==> src/rtl/reliable_channel_sequencer_defines.svh <==
// Assertion macros shared by the reliable channel sequencer RTL.
`ifndef RELIABLE_CHANNEL_SEQUENCER_DEFINES_SVH
`define RELIABLE_CHANNEL_SEQUENCER_DEFINES_SVH

// The consequent must hold in the same cycle as the antecedent.
`define RCS_ASSERT_SAME(label, ante, cons) \
    label: assert property (@(posedge clk) disable iff (!rst_n) (ante) |-> (cons)) \
        else $error("rcs: same-cycle check failed");

// The consequent must hold in the cycle after the antecedent.
`define RCS_ASSERT_NEXT(label, ante, cons) \
    label: assert property (@(posedge clk) disable iff (!rst_n) (ante) |=> (cons)) \
        else $error("rcs: next-cycle check failed");

`endif

==> src/rtl/rcs_pkg.sv <==
// Shared types, constants and serial-number helpers of the reliable channel sequencer.
`timescale 1ns / 1ps

package rcs_pkg;

    // Range table depth; must be a power of two so the index is a bit slice of the sequence.
    localparam int TABLE_DEPTH = 64;
    localparam int IDX_W       = $clog2(TABLE_DEPTH);
    localparam int CNT_W       = $clog2(TABLE_DEPTH + 1);
    localparam int SEQ_W       = 16;

    localparam logic [SEQ_W-1:0] SEQ_HALF        = 16'h7FFF;
    localparam logic [SEQ_W-1:0] PEND_MAX        = 16'hFFFF;
    localparam logic [SEQ_W-1:0] MAX_UNACKED_RST = 16'd64;

    typedef logic [SEQ_W-1:0] seq_t;

    typedef enum logic [1:0] {
        REQ_POST     = 2'd0,
        REQ_BUILD    = 2'd1,
        REQ_INCOMING = 2'd2,
        REQ_NONE     = 2'd3
    } req_type_t;

    typedef enum logic [1:0] {
        RX_OK        = 2'd0,
        RX_NO_ACK    = 2'd1,
        RX_TRUNCATED = 2'd2,
        RX_BAD       = 2'd3
    } rx_status_t;

    typedef struct packed {
        logic capture;
        logic lookup;
        logic decide;
        logic sweep;
        logic load_out;
    } rcs_cmd_t;

    typedef struct packed {
        logic ack_found;
        logic sweep_done;
    } rcs_sts_t;

    // Per-item result fields settled in the decide step.
    typedef struct packed {
        logic accepted;
        logic tx_has_reliable;
        seq_t tx_sequence;
        seq_t tx_acked_seq;
        seq_t tx_first_message;
        seq_t tx_message_count;
        seq_t tx_ack;
        logic rx_received;
        seq_t skip_count;
    } rcs_res_t;

    function automatic logic newer_than(input seq_t a, input seq_t b);
        seq_t d;
        d = a - b;
        return ((d != '0) && (d <= SEQ_HALF)) || ((d == (SEQ_HALF + 16'd1)) && (a < b));
    endfunction

    function automatic seq_t wrap_distance(input seq_t a, input seq_t b);
        seq_t d;
        d = a - b;
        return (d <= SEQ_HALF) ? d : seq_t'(16'd0 - d);
    endfunction

endpackage

==> src/rtl/reliable_channel_sequencer.sv <==
// Top level of the reliable channel sequencer: controller and datapath.
`timescale 1ns / 1ps

// Sequence and acknowledgement bookkeeping for one reliable channel with 16-bit
// wrapping serial numbers. Each input word (post, build or incoming) gives exactly one
// result word. Words are handled one at a time: for a post, a build, an incoming packet
// whose ack is not found, or an unknown request, the word passes the capture, lookup,
// decide and result steps, and the next word is taken only after the result is loaded
// into the output register. An incoming ack that is newer and found in the range table also
// sweeps the whole table through its single read port, one entry per cycle, with the
// compare trailing the read on the registered read data, before its result is loaded.
// A finished result waits in the output register while the next word is accepted; while
// that register still holds a stalled word, the next result waits in the result state
// until the register is free. The user must write the max_unacked register through
// cfg_wr_en/cfg_wr_data only while the block is idle; the block itself does not enforce it.
module reliable_channel_sequencer (
    input  logic        clk,
    input  logic        rst_n,
    input  logic        cfg_wr_en,
    input  logic [15:0] cfg_wr_data,
    input  logic        in_valid,
    output logic        in_stall,
    input  logic [1:0]  req_type,
    input  logic [15:0] ack_seq,
    input  logic        rx_has_header,
    input  logic [15:0] rx_sequence,
    input  logic [15:0] rx_first_message,
    input  logic [15:0] rx_message_count,
    input  logic [1:0]  rx_status,
    output logic        out_valid,
    input  logic        out_stall,
    output logic        accepted,
    output logic        tx_has_reliable,
    output logic [15:0] tx_sequence,
    output logic [15:0] tx_acked_seq,
    output logic [15:0] tx_first_message,
    output logic [15:0] tx_message_count,
    output logic [15:0] tx_ack,
    output logic        rx_received,
    output logic [15:0] skip_count,
    output logic [15:0] unacked_sequences,
    output logic [15:0] pending_messages,
    output logic        ack_timeout
);
    import rcs_pkg::*;

    rcs_cmd_t cmd;
    rcs_sts_t sts;

    rcs_ctrl u_ctrl (
        .clk       (clk),
        .rst_n     (rst_n),
        .in_valid  (in_valid),
        .in_stall  (in_stall),
        .out_valid (out_valid),
        .out_stall (out_stall),
        .cmd       (cmd),
        .sts       (sts)
    );

    rcs_datapath u_datapath (
        .clk               (clk),
        .rst_n             (rst_n),
        .cmd               (cmd),
        .sts               (sts),
        .cfg_wr_en         (cfg_wr_en),
        .cfg_wr_data       (cfg_wr_data),
        .req_type          (req_type),
        .ack_seq           (ack_seq),
        .rx_has_header     (rx_has_header),
        .rx_sequence       (rx_sequence),
        .rx_first_message  (rx_first_message),
        .rx_message_count  (rx_message_count),
        .rx_status         (rx_status),
        .accepted          (accepted),
        .tx_has_reliable   (tx_has_reliable),
        .tx_sequence       (tx_sequence),
        .tx_acked_seq      (tx_acked_seq),
        .tx_first_message  (tx_first_message),
        .tx_message_count  (tx_message_count),
        .tx_ack            (tx_ack),
        .rx_received       (rx_received),
        .skip_count        (skip_count),
        .unacked_sequences (unacked_sequences),
        .pending_messages  (pending_messages),
        .ack_timeout       (ack_timeout)
    );

endmodule

==> src/rtl/rcs_datapath.sv <==
// Datapath: sequence state, range table memory with valid bits, sweep counter and result registers.
`timescale 1ns / 1ps

module rcs_datapath (
    input  logic              clk,
    input  logic              rst_n,
    input  rcs_pkg::rcs_cmd_t cmd,
    output rcs_pkg::rcs_sts_t sts,
    input  logic              cfg_wr_en,
    input  logic [15:0]       cfg_wr_data,
    input  logic [1:0]        req_type,
    input  logic [15:0]       ack_seq,
    input  logic              rx_has_header,
    input  logic [15:0]       rx_sequence,
    input  logic [15:0]       rx_first_message,
    input  logic [15:0]       rx_message_count,
    input  logic [1:0]        rx_status,
    output logic              accepted,
    output logic              tx_has_reliable,
    output logic [15:0]       tx_sequence,
    output logic [15:0]       tx_acked_seq,
    output logic [15:0]       tx_first_message,
    output logic [15:0]       tx_message_count,
    output logic [15:0]       tx_ack,
    output logic              rx_received,
    output logic [15:0]       skip_count,
    output logic [15:0]       unacked_sequences,
    output logic [15:0]       pending_messages,
    output logic              ack_timeout
);
    import rcs_pkg::*;

    // Captured input word.
    req_type_t  cap_req_reg;
    seq_t       cap_ack_reg;
    logic       cap_has_rel_reg;
    seq_t       cap_rseq_reg;
    seq_t       cap_rfirst_reg;
    seq_t       cap_rcount_reg;
    rx_status_t cap_status_reg;

    // Channel state.
    seq_t tx_seq_reg, tx_seq_next;
    seq_t acked_seq_reg, acked_seq_next;
    seq_t first_pending_reg, first_pending_next;
    seq_t next_message_reg, next_message_next;
    seq_t rx_last_seq_reg, rx_last_seq_next;
    seq_t rx_next_message_reg, rx_next_message_next;
    seq_t max_unacked_reg;
    logic [TABLE_DEPTH-1:0] valid_reg, valid_next;
    logic [CNT_W-1:0] cnt_reg, cnt_next;

    // Range table: tag in the upper half, last message index in the lower half.
    logic [2*SEQ_W-1:0] mem [TABLE_DEPTH];
    logic [2*SEQ_W-1:0] rd_data_reg;
    logic [IDX_W-1:0]   rd_idx_reg;
    logic [IDX_W-1:0]   rd_addr;
    logic               mem_we;
    logic [IDX_W-1:0]   mem_waddr;
    logic [2*SEQ_W-1:0] mem_wdata;

    rcs_res_t res_reg, res_next;

    // Output word.
    rcs_res_t out_res_reg;
    seq_t     out_unacked_reg;
    seq_t     out_pending_reg;
    logic     out_timeout_reg;

    seq_t     pend;
    seq_t     tx_seq_inc;
    seq_t     sweep_off;
    seq_t     sweep_span;
    seq_t     unacked_now;
    logic     status_ok;
    logic     found;

    assign pend        = next_message_reg - first_pending_reg;
    assign tx_seq_inc  = tx_seq_reg + 16'd1;
    assign status_ok   = (cap_status_reg == RX_OK) || (cap_status_reg == RX_TRUNCATED);
    assign found       = (cap_req_reg == REQ_INCOMING) && status_ok
                         && newer_than(cap_ack_reg, acked_seq_reg)
                         && valid_reg[cap_ack_reg[IDX_W-1:0]]
                         && (rd_data_reg[2*SEQ_W-1:SEQ_W] == cap_ack_reg);
    assign sweep_off   = rd_data_reg[2*SEQ_W-1:SEQ_W] - acked_seq_reg;
    assign sweep_span  = cap_ack_reg - acked_seq_reg;
    assign unacked_now = wrap_distance(tx_seq_reg, acked_seq_reg);

    assign sts.ack_found  = found;
    assign sts.sweep_done = (cnt_reg == CNT_W'(TABLE_DEPTH));

    assign rd_addr = cmd.lookup ? cap_ack_reg[IDX_W-1:0] : cnt_reg[IDX_W-1:0];

    always_comb
    begin
        seq_t off;
        tx_seq_next          = tx_seq_reg;
        acked_seq_next       = acked_seq_reg;
        first_pending_next   = first_pending_reg;
        next_message_next    = next_message_reg;
        rx_last_seq_next     = rx_last_seq_reg;
        rx_next_message_next = rx_next_message_reg;
        valid_next           = valid_reg;
        cnt_next             = cnt_reg;
        res_next             = res_reg;
        mem_we               = 1'b0;
        mem_waddr            = tx_seq_inc[IDX_W-1:0];
        mem_wdata            = {tx_seq_inc, next_message_reg};
        off                  = rd_data_reg[SEQ_W-1:0] - first_pending_reg;

        if (cmd.decide)
        begin
            res_next = '0;
            cnt_next = '0;
            case (cap_req_reg)
                REQ_POST:
                begin
                    if (pend != PEND_MAX)
                    begin
                        next_message_next = next_message_reg + 16'd1;
                        res_next.accepted = 1'b1;
                    end
                end
                REQ_BUILD:
                begin
                    res_next.accepted = 1'b1;
                    res_next.tx_ack   = rx_last_seq_reg;
                    if (pend != '0)
                    begin
                        tx_seq_next                 = tx_seq_inc;
                        mem_we                      = 1'b1;
                        valid_next[mem_waddr]       = 1'b1;
                        res_next.tx_has_reliable    = 1'b1;
                        res_next.tx_sequence        = tx_seq_inc;
                        res_next.tx_acked_seq       = acked_seq_reg;
                        res_next.tx_first_message   = first_pending_reg;
                        res_next.tx_message_count   = pend;
                    end
                end
                REQ_INCOMING:
                begin
                    if (status_ok)
                    begin
                        res_next.accepted = 1'b1;
                        if (found)
                        begin
                            // A recorded end beyond the pending window releases everything.
                            if (off > pend)
                                first_pending_next = next_message_reg;
                            else
                                first_pending_next = rd_data_reg[SEQ_W-1:0];
                        end
                        if ((cap_status_reg == RX_OK) && cap_has_rel_reg
                            && newer_than(cap_rseq_reg, rx_last_seq_reg))
                        begin
                            rx_last_seq_next     = cap_rseq_reg;
                            res_next.rx_received = 1'b1;
                            res_next.skip_count  = rx_next_message_reg - cap_rfirst_reg;
                            rx_next_message_next = cap_rfirst_reg + cap_rcount_reg;
                        end
                    end
                end
                default:
                begin
                end
            endcase
        end

        if (cmd.sweep)
        begin
            cnt_next = cnt_reg + CNT_W'(1);
            // The compare stage trails the read: it works on the registered read data and index.
            if ((cnt_reg != '0) && valid_reg[rd_idx_reg] && (sweep_off <= sweep_span))
                valid_next[rd_idx_reg] = 1'b0;
            if (sts.sweep_done)
                acked_seq_next = cap_ack_reg;
        end
    end

    always_ff @(posedge clk or negedge rst_n)
    begin
        if (!rst_n)
        begin
            tx_seq_reg          <= '0;
            acked_seq_reg       <= '0;
            first_pending_reg   <= '0;
            next_message_reg    <= '0;
            rx_last_seq_reg     <= '0;
            rx_next_message_reg <= '0;
            max_unacked_reg     <= MAX_UNACKED_RST;
            valid_reg           <= '0;
            cnt_reg             <= '0;
        end
        else
        begin
            tx_seq_reg          <= tx_seq_next;
            acked_seq_reg       <= acked_seq_next;
            first_pending_reg   <= first_pending_next;
            next_message_reg    <= next_message_next;
            rx_last_seq_reg     <= rx_last_seq_next;
            rx_next_message_reg <= rx_next_message_next;
            valid_reg           <= valid_next;
            cnt_reg             <= cnt_next;
            if (cfg_wr_en)
                max_unacked_reg <= cfg_wr_data;
        end
    end

    always_ff @(posedge clk)
    begin
        if (cmd.capture)
        begin
            cap_req_reg     <= req_type_t'(req_type);
            cap_ack_reg     <= ack_seq;
            cap_has_rel_reg <= rx_has_header;
            cap_rseq_reg    <= rx_sequence;
            cap_rfirst_reg  <= rx_first_message;
            cap_rcount_reg  <= rx_message_count;
            cap_status_reg  <= rx_status_t'(rx_status);
        end
        res_reg <= res_next;
        if (cmd.load_out)
        begin
            out_res_reg     <= res_reg;
            out_unacked_reg <= unacked_now;
            out_pending_reg <= pend;
            out_timeout_reg <= (unacked_now > max_unacked_reg);
        end
    end

    always_ff @(posedge clk)
    begin
        if (mem_we)
            mem[mem_waddr] <= mem_wdata;
        rd_data_reg <= mem[rd_addr];
        rd_idx_reg  <= rd_addr;
    end

    assign accepted          = out_res_reg.accepted;
    assign tx_has_reliable   = out_res_reg.tx_has_reliable;
    assign tx_sequence       = out_res_reg.tx_sequence;
    assign tx_acked_seq      = out_res_reg.tx_acked_seq;
    assign tx_first_message  = out_res_reg.tx_first_message;
    assign tx_message_count  = out_res_reg.tx_message_count;
    assign tx_ack            = out_res_reg.tx_ack;
    assign rx_received       = out_res_reg.rx_received;
    assign skip_count        = out_res_reg.skip_count;
    assign unacked_sequences = out_unacked_reg;
    assign pending_messages  = out_pending_reg;
    assign ack_timeout       = out_timeout_reg;

endmodule

==> src/rtl/rcs_ctrl.sv <==
// Controller state machine: input and output handshakes and sequencing of the datapath.
`timescale 1ns / 1ps
`include "reliable_channel_sequencer_defines.svh"

module rcs_ctrl (
    input  logic              clk,
    input  logic              rst_n,
    input  logic              in_valid,
    output logic              in_stall,
    output logic              out_valid,
    input  logic              out_stall,
    output rcs_pkg::rcs_cmd_t cmd,
    input  rcs_pkg::rcs_sts_t sts
);
    import rcs_pkg::*;

    typedef enum logic [4:0] {
        ST_IDLE   = 5'b00001,
        ST_LOOKUP = 5'b00010,
        ST_DECIDE = 5'b00100,
        ST_CLEAR  = 5'b01000,
        ST_RESULT = 5'b10000
    } state_t;

    state_t state_reg, state_next;
    logic   out_valid_reg, out_valid_next;
    logic   out_free;

    assign out_free  = !out_valid_reg || !out_stall;
    assign in_stall  = (state_reg != ST_IDLE);
    assign out_valid = out_valid_reg;

    always_comb
    begin
        state_next     = state_reg;
        cmd            = '0;
        out_valid_next = out_valid_reg && out_stall;
        case (state_reg)
            ST_IDLE:
            begin
                if (in_valid)
                begin
                    cmd.capture = 1'b1;
                    state_next  = ST_LOOKUP;
                end
            end
            ST_LOOKUP:
            begin
                cmd.lookup = 1'b1;
                state_next = ST_DECIDE;
            end
            ST_DECIDE:
            begin
                cmd.decide = 1'b1;
                state_next = sts.ack_found ? ST_CLEAR : ST_RESULT;
            end
            ST_CLEAR:
            begin
                cmd.sweep = 1'b1;
                if (sts.sweep_done)
                    state_next = ST_RESULT;
            end
            ST_RESULT:
            begin
                if (out_free)
                begin
                    cmd.load_out   = 1'b1;
                    out_valid_next = 1'b1;
                    state_next     = ST_IDLE;
                end
            end
            default:
            begin
                state_next = ST_IDLE;
            end
        endcase
    end

    always_ff @(posedge clk or negedge rst_n)
    begin
        if (!rst_n)
        begin
            state_reg     <= ST_IDLE;
            out_valid_reg <= 1'b0;
        end
        else
        begin
            state_reg     <= state_next;
            out_valid_reg <= out_valid_next;
        end
    end

    `RCS_ASSERT_NEXT(a_accept_to_lookup, in_valid && !in_stall, state_reg == ST_LOOKUP)
    `RCS_ASSERT_NEXT(a_miss_to_result, state_reg == ST_DECIDE && !sts.ack_found, state_reg == ST_RESULT)
    `RCS_ASSERT_NEXT(a_sweep_to_result, state_reg == ST_CLEAR && sts.sweep_done, state_reg == ST_RESULT)
    `RCS_ASSERT_SAME(a_load_needs_room, cmd.load_out, !out_valid_reg || !out_stall)
    `RCS_ASSERT_NEXT(a_load_shows_word, cmd.load_out, out_valid_reg)

endmodule

==> config.mk <==
export PLATFORM = sky130hd
export DESIGN_NAME = reliable_channel_sequencer
export DESIGN_NICKNAME = d
export VERILOG_FILES = /design/src/rtl/rcs_pkg.sv /design/src/rtl/reliable_channel_sequencer.sv /design/src/rtl/rcs_datapath.sv /design/src/rtl/rcs_ctrl.sv
export VERILOG_INCLUDE_DIRS = /design/src /design/src/rtl
export SDC_FILE = /design/constraint.sdc
export NUM_CORES = 2
export LEC_CHECK = 0
export ABC_AREA = 1
export CAP_MARGIN = 0
export CORE_UTILIZATION = 55
export CTS_BUF_LIST = sky130_fd_sc_hd__clkbuf_2
export DETAILED_ROUTE_END_ITERATION = 7
export DONT_BUFFER_PORTS = 1
export PLACE_DENSITY = 0.7
export SETUP_SLACK_MARGIN = 0.3
export SLEW_MARGIN = 20
export SYNTH_ARGS = -nofsm -noshare
export SYNTH_HDL_FRONTEND = slang
export SYNTH_SLANG_ARGS = --single-unit
==> constraint.sdc <==
create_clock -name clk -period 9 [get_ports clk]
set_input_delay 0.45 -clock clk [delete_from_list [all_inputs] [get_ports clk]]
set_output_delay 0.45 -clock clk [all_outputs]
set_load 0.02 [all_outputs]
# Word level (Yosys, flattened, before mapping)
# Memory sizes are Yosys's and may differ from the RTL's. A register that Yosys moved wholly into a read port is not among the register bits.
# Index checks and enable logic that the tools add are counted.
[word_totals]
ramBits = 2048
regBits = 495
in_bits = 90
elab_cells = 165
n_memories = 1
[op_classes]
n_lt_le_gt_ge = 13
bitwise_logic = 3
eq_ne = 17
n_reduce_logical = 37
addsub = 12
n_mux = 42
[mem_list]
columns = ["memory", "words", "width", "read_ports", "rd_ports_with_merged_regs", "wr", "line", "rtl"]
rows = [
  ["u_datapath.mem", 64, 32, 1, 1, 1, "rcs_datapath.sv:54", "logic [2*SEQ_W-1:0] mem [TABLE_DEPTH];"],
]
[ops]
columns = ["operator", "count"]
rows = [
  ["$mux 64", 5],
  ["$sub 16x16->16", 7],
  ["$mux 65", 1],
  ["$and 64x64->64", 1],
  ["$not 64->64", 1],
  ["$or 64x64->64", 1],
  ["$le 16x15->1 const B", 3],
  ["$reduce_bool 16->1", 3],
  ["$add 16x1->16 const B", 2],
  ["$eq 16x16->1 const B", 2],
  ["$gt 16x16->1", 2],
  ["$lt 16x16->1", 2],
  ["$mux 16", 2],
  ["$pmux 5 s5", 1],
  ["$lt 6x7->1 const B", 3],
  ["$mux 1", 20],
  ["$mux 5", 4],
  ["$mux 17", 1],
  ["$add 16x16->16", 1],
  ["$eq 16x16->1", 1],
  ["$le 16x16->1", 1],
  ["$ne 16x16->1 const B", 1],
  ["$sub 1x16->16 const A", 1],
  ["$logic_and 1x1->1", 15],
  ["other kinds (26)", 43],
]

# Logic depth before layout (Yosys ltp)
[logic_depth]
depth_word = 12
ltp_mapped = 26
depth_no_buf = 26

# By module
# A second synthesis with hierarchy kept.
[hier_totals]
hier_cells = 9383
hier_area_um2 = 110148.1
[modules_own_cells]
columns = ["module", "cells_per_inst", "instances", "seq_area_each_um2", "area_per_inst_um2"]
rows = [
  ["rcs_datapath", 9333, 1, 75849.0, 109779.0],
  ["rcs_ctrl", 50, 1, 151.4, 369.1],
]

# Worst setup path after synthesis
# No wires, ideal clock.
[synth_path]
kind = "register to register"
from = "register u_ctrl.state_reg[2]"
to = "register u_datapath.out_res_reg (netlist bit u_datapath.accepted) (enable)"
arrival_time_ns = 7.210
setup_ns = 0.668
stages_incl_launch_ff = 6
slack_ns = 1.122
synth_period_minus_slack_ns = 7.878
path_cell_list = "dfrtp_1 nor2_2 inv_1 nor3_1 inv_1 a21oi_1"
[synth_lines]
columns = ["item", "line", "rtl"]
rows = [
  ["start, declared", "rcs_ctrl.sv:25", "state_t state_reg, state_next;"],
  ["start signal, assigned", "rcs_ctrl.sv:88", "state_reg <= state_next;"],
  ["end signal, assigned", "rcs_datapath.sv:224", "out_res_reg <= res_reg;"],
  ["end, declared", "rcs_datapath.sv:65", "rcs_res_t out_res_reg;"],
]

# Final worst setup path
[layout_path]
from = "register u_datapath.next_message_reg[2]"
to = "memory u_datapath.mem[49][7] (netlist bit) (enable)"
[layout_between]
elab_chain_len = 7
[layout_lines]
columns = ["item", "line", "rtl"]
rows = [
  ["start, declared", "rcs_datapath.sv:46", "seq_t next_message_reg, next_message_next;"],
  ["start signal, assigned", "rcs_datapath.sv:199", "next_message_reg <= next_message_next;"],
  ["$sub 16x16->16", "rcs_datapath.sv:78", "assign pend = next_message_reg - first_pending_reg;"],
  ["$reduce_bool 16->1", "rcs_datapath.sv:128", "if (pend != '0)"],
  ["$mux 1", "rcs_datapath.sv:128", ""],
  ["$mux 1", "rcs_datapath.sv:115", "case (cap_req_reg)"],
  ["$mux 1", "rcs_datapath.sv:111", "if (cmd.decide)"],
  ["$mux 1", "rcs_datapath.sv:233", "if (mem_we)"],
  ["$mux 1 (implied by the code)", "rcs_datapath.sv:234", "mem[mem_waddr] <= mem_wdata;"],
  ["end, declared", "rcs_datapath.sv:54", ""],
]
# No other way between the ends.

==> metrics.md <==
| Metric | Value |
|---|---|
| Final WL | between 300 and 400 mm |
| Synthesized cell area | about 110000 sq um |
| Largest register FFs | 2048 |
| Predominant post-synthesis flop cell | edfxtp_1 |
| CP Capture Type | flop |
| Async SR Flop Fraction | 0.0734 |
| DP HPWL | around 180 mm |
| CP max FO | 70 |
| Global route total overflow | 0 |
| Routed Antenna Nets | 0 |
| Adder-cell share of the synthesized area | 0.0210 |
| Final Core Density | 0.611 |
| Num CTS Buffers | approximately 650 |
| Std cell rows | approximately 170 |
| R2R setup slack | 3.43 ns |
| PnR worst setup slack | around 3.4 ns |
| Clock Latency Late Sink | 1.89 ns |
| Hold Crit Endpoint | u_datapath.tx_first_message[10] |
| Seq pwr share | 0.478 |
| Final Slew Violations | 0 |
| Dpl ws | roughly 3.5 ns |
| Routability cong. | 0.961 |
| Routed len/inst | 23.7 um |
| Vias in the first global route | 76700 |
| Cell count after synthesis | 9975 |
| Commonest cells after routing, fill and taps aside | edfxtp_1, nand2_1, nand3_1 |
| Hold depth | 3 |
| Largest family of logic cells by synthesized area | simple AND/OR/NAND/NOR gates |
| Die X | 454 um |
| Worst setup SP type | flop |
| Pwr Density | 232 nW/um^2 |
| Max IR drop VDD | 0.000252 V |
| Pint | 0.0184 W |
| Total GRT Usage | 0.308 |
| Status | finished clean |
| Clk_skew | 0.199 ns |
| Final #Nets | 10800 |
| First-pass detailed-route iteration total | 6 |
| DR iter-0 viols | about 10000 |
| Worst min path class | input pin to flop |
| Syn_area_per_cell | 11.3 sq um |
| Fin. Hold Viols | 0 |
| Crit path time final | 5.57 ns |
| RSZ-0062 raised after global routing | no |
| CP required | about 10 ns |
| Distinct cells, synth | 60 |
| Period utilization | 0.619 |
| Register bit count reported by yosys | 2575 |
| Post-synth EDFFs | 2348 |
| Clock transition at path regs | 0.12 ns |
| Sequential area share after synthesis | 0.676 |
| Die footprint | about 210000 sq um |
| Commonest non-fill, non-tap cell in the layout | edfxtp_1 |
| Mean number of vias per cell | 5.89 |
| R2R cell count | 18 |
| Bufs on Longest Clock Path | 4 |
| Syn-to-layout area delta | 10.1% |
| Largest net degree at the start of global routing | about 230 |
| DRC Markers | 0 |
| Core ar. | 203000 sq um |
| Post-CTS Hold Buffers | 269 |
| Die H | 454 um |
| H-tree levels | 6 |
| Hold wc startpoint | out_stall |
| Max Cap Viol | 0 |
| Compound-Gate Fraction of Synth Area | 0.0772 |
| Synth Area in Simple Gates | 0.166 |
| Initial antenna violation count | 10 |
| RR Endpoint | u_datapath.mem[49][7] |
| Post-CTS Setup Inserts | 0 |
| Comb pwr share | 0.251 |
| Initial Util | 0.555 |
| Mux cell area share after synthesis | 0.000100 |
| Vias post-DR | 80300 |
| CTS sink cnt | 2575 |
| CTS tree | yes |
| Worst slew margin | 0.160 |
| Yosys warnings | 0 |
| Worst slew pin tran | 1.26 ns |
| CP Data Arrival Time | 7.02 ns |
| Net count after synthesis | 10200 |
| I/O Buffers | 0 |
| Clock Tree Root | clkbuf_2 |
| Clock power share | 0.271 |
| Leakage power | around 46 nW |
| Setup Crit Path Kind | flop to flop |
| Fmax achieved | 180 MHz |
| First-pass GRT wire length | 474 mm |
| Synth Area in XOR/XNOR | 0.00886 |
| Layout fillers | 16100 |
| Switching share of power | 0.359 |
| Setup TNS Final | 0 ns |
| I/O Pins | 224 |
| Final setup vio count | 0 |
| Layout cells sized above 1 | 0.128 |
| Post-CTS resize count | 0 |
| Net switching power | ~0.010 W |
| FF-to-FF Start | u_datapath.next_message_reg[2] |
-- cell families after synthesis --
family                   after synthesis
multiplexers                           1
adder cells (fa/ha/maj)              184
AO/OA/AOI/OAI                       1377
buffers and inverters               1414
XOR/XNOR                             113
flip-flops                          2575
AND/OR/NAND/NOR                     4311
-- power by group through the flow --
stage	registers [W]	clock network [W]	logic, W
after global placement	0.0140	0	0.00673
final	0.0138	0.00778	0.00722
after floorplan	0.0139	0	0.00476
after global routing	0.0138	0.00848	0.00784
after CTS	0.0137	0.00790	0.00701
after detailed placement	0.0140	0	0.00686
-- worst max-delay path, cell delays in order, from the launching register on --
cell	delay (ns)
dfrtp_2	0.36
buf_4	0.61
ha_1	0.42
a21oi_1	0.24
nand2_1	0.15
nand3_1	0.13
nand2_1	0.15
nand2_1	0.12
nand2_1	0.05
nand2_1	0.06
nand2_1	0.17
nand2_1	0.11
nor2_1	0.05
nand3_2	0.12
nand2_2	0.09
buf_4	0.31
inv_2	0.33
nand2_1	0.56
nor2_4	1.00
-- per-layer routing --
layer  share of wire  vias to the layer above  track usage  wire length [um]
li1                -                    36500            -                 -
met1            0.39                    38500        0.415            125000
met2            0.45                     4578        0.467            146000
met3            0.11                      759       0.0704             35300
met4           0.054                        8        0.166             17300
met5         0.00017                        -            0                54
-- worst max-delay path by stage --
stage	start	to	slack, ns
final	u_datapath.next_message_reg[2]	u_datapath.mem[49][7]	3.43
after global routing	u_datapath.next_message_reg[2]	u_datapath.mem[18][13]	3.17
after CTS	u_datapath.next_message_reg[2]	u_datapath.mem[29][30]	3.42
after detailed placement	u_datapath.next_message_reg[2]	u_datapath.mem[29][19]	3.53
after global placement	u_datapath.next_message_reg[2]	u_datapath.mem[29][22]	3.52
after floorplan	u_ctrl.state_reg[2]	u_datapath.accepted	1.12
-- metrics by stage --
stage	area [sq um]	hold WS (ns)	cells	total power (W)
2_1_floorplan	112000	0.154	9975	0.0186
5_1_grt	124000	0.101	13600	0.0301
3_3_place_gp	115000	0.163	12200	0.0207
6_report	124000	0.236	13600	0.0288
4_1_cts	124000	0.0332	13600	0.0286
3_5_place_dp	115000	0.163	12200	0.0209
-- cells in the mapped netlist, types with 79 or more instances --
| master | n | area (sq um) |
|---|---|---|
| edfxtp_1 | 2348 | 70500 |
| inv_1 | 871 | 3270 |
| nand3_1 | 1305 | 6530 |
| nor2_1 | 517 | 1940 |
| xor2_1 | 79 | 692 |
| buf_2 | 185 | 926 |
| or2_2 | 138 | 863 |
| o211ai_1 | 584 | 4380 |
| nand4_1 | 93 | 582 |
| clkbuf_1 | 249 | 935 |
| dfrtp_1 | 187 | 4680 |
| ha_1 | 176 | 2200 |
| o21ai_0 | 422 | 2110 |
| a21oi_1 | 218 | 1090 |
| nand2_1 | 2134 | 8010 |
-- final cells by class --
class                   instances  area, sq um  area share
flip-flops and latches       2575        76000       0.614
multi-input cells            5986        31400       0.254
clock buffers                 956         4780      0.0386
repair buffers                399         4020      0.0324
inverters                     882         3350      0.0271
well taps                    2672         3340      0.0270
clock inverters               149          881     0.00711
diodes                          9         22.5    0.000182
Note: power is estimated with default switching activity, not from simulation.
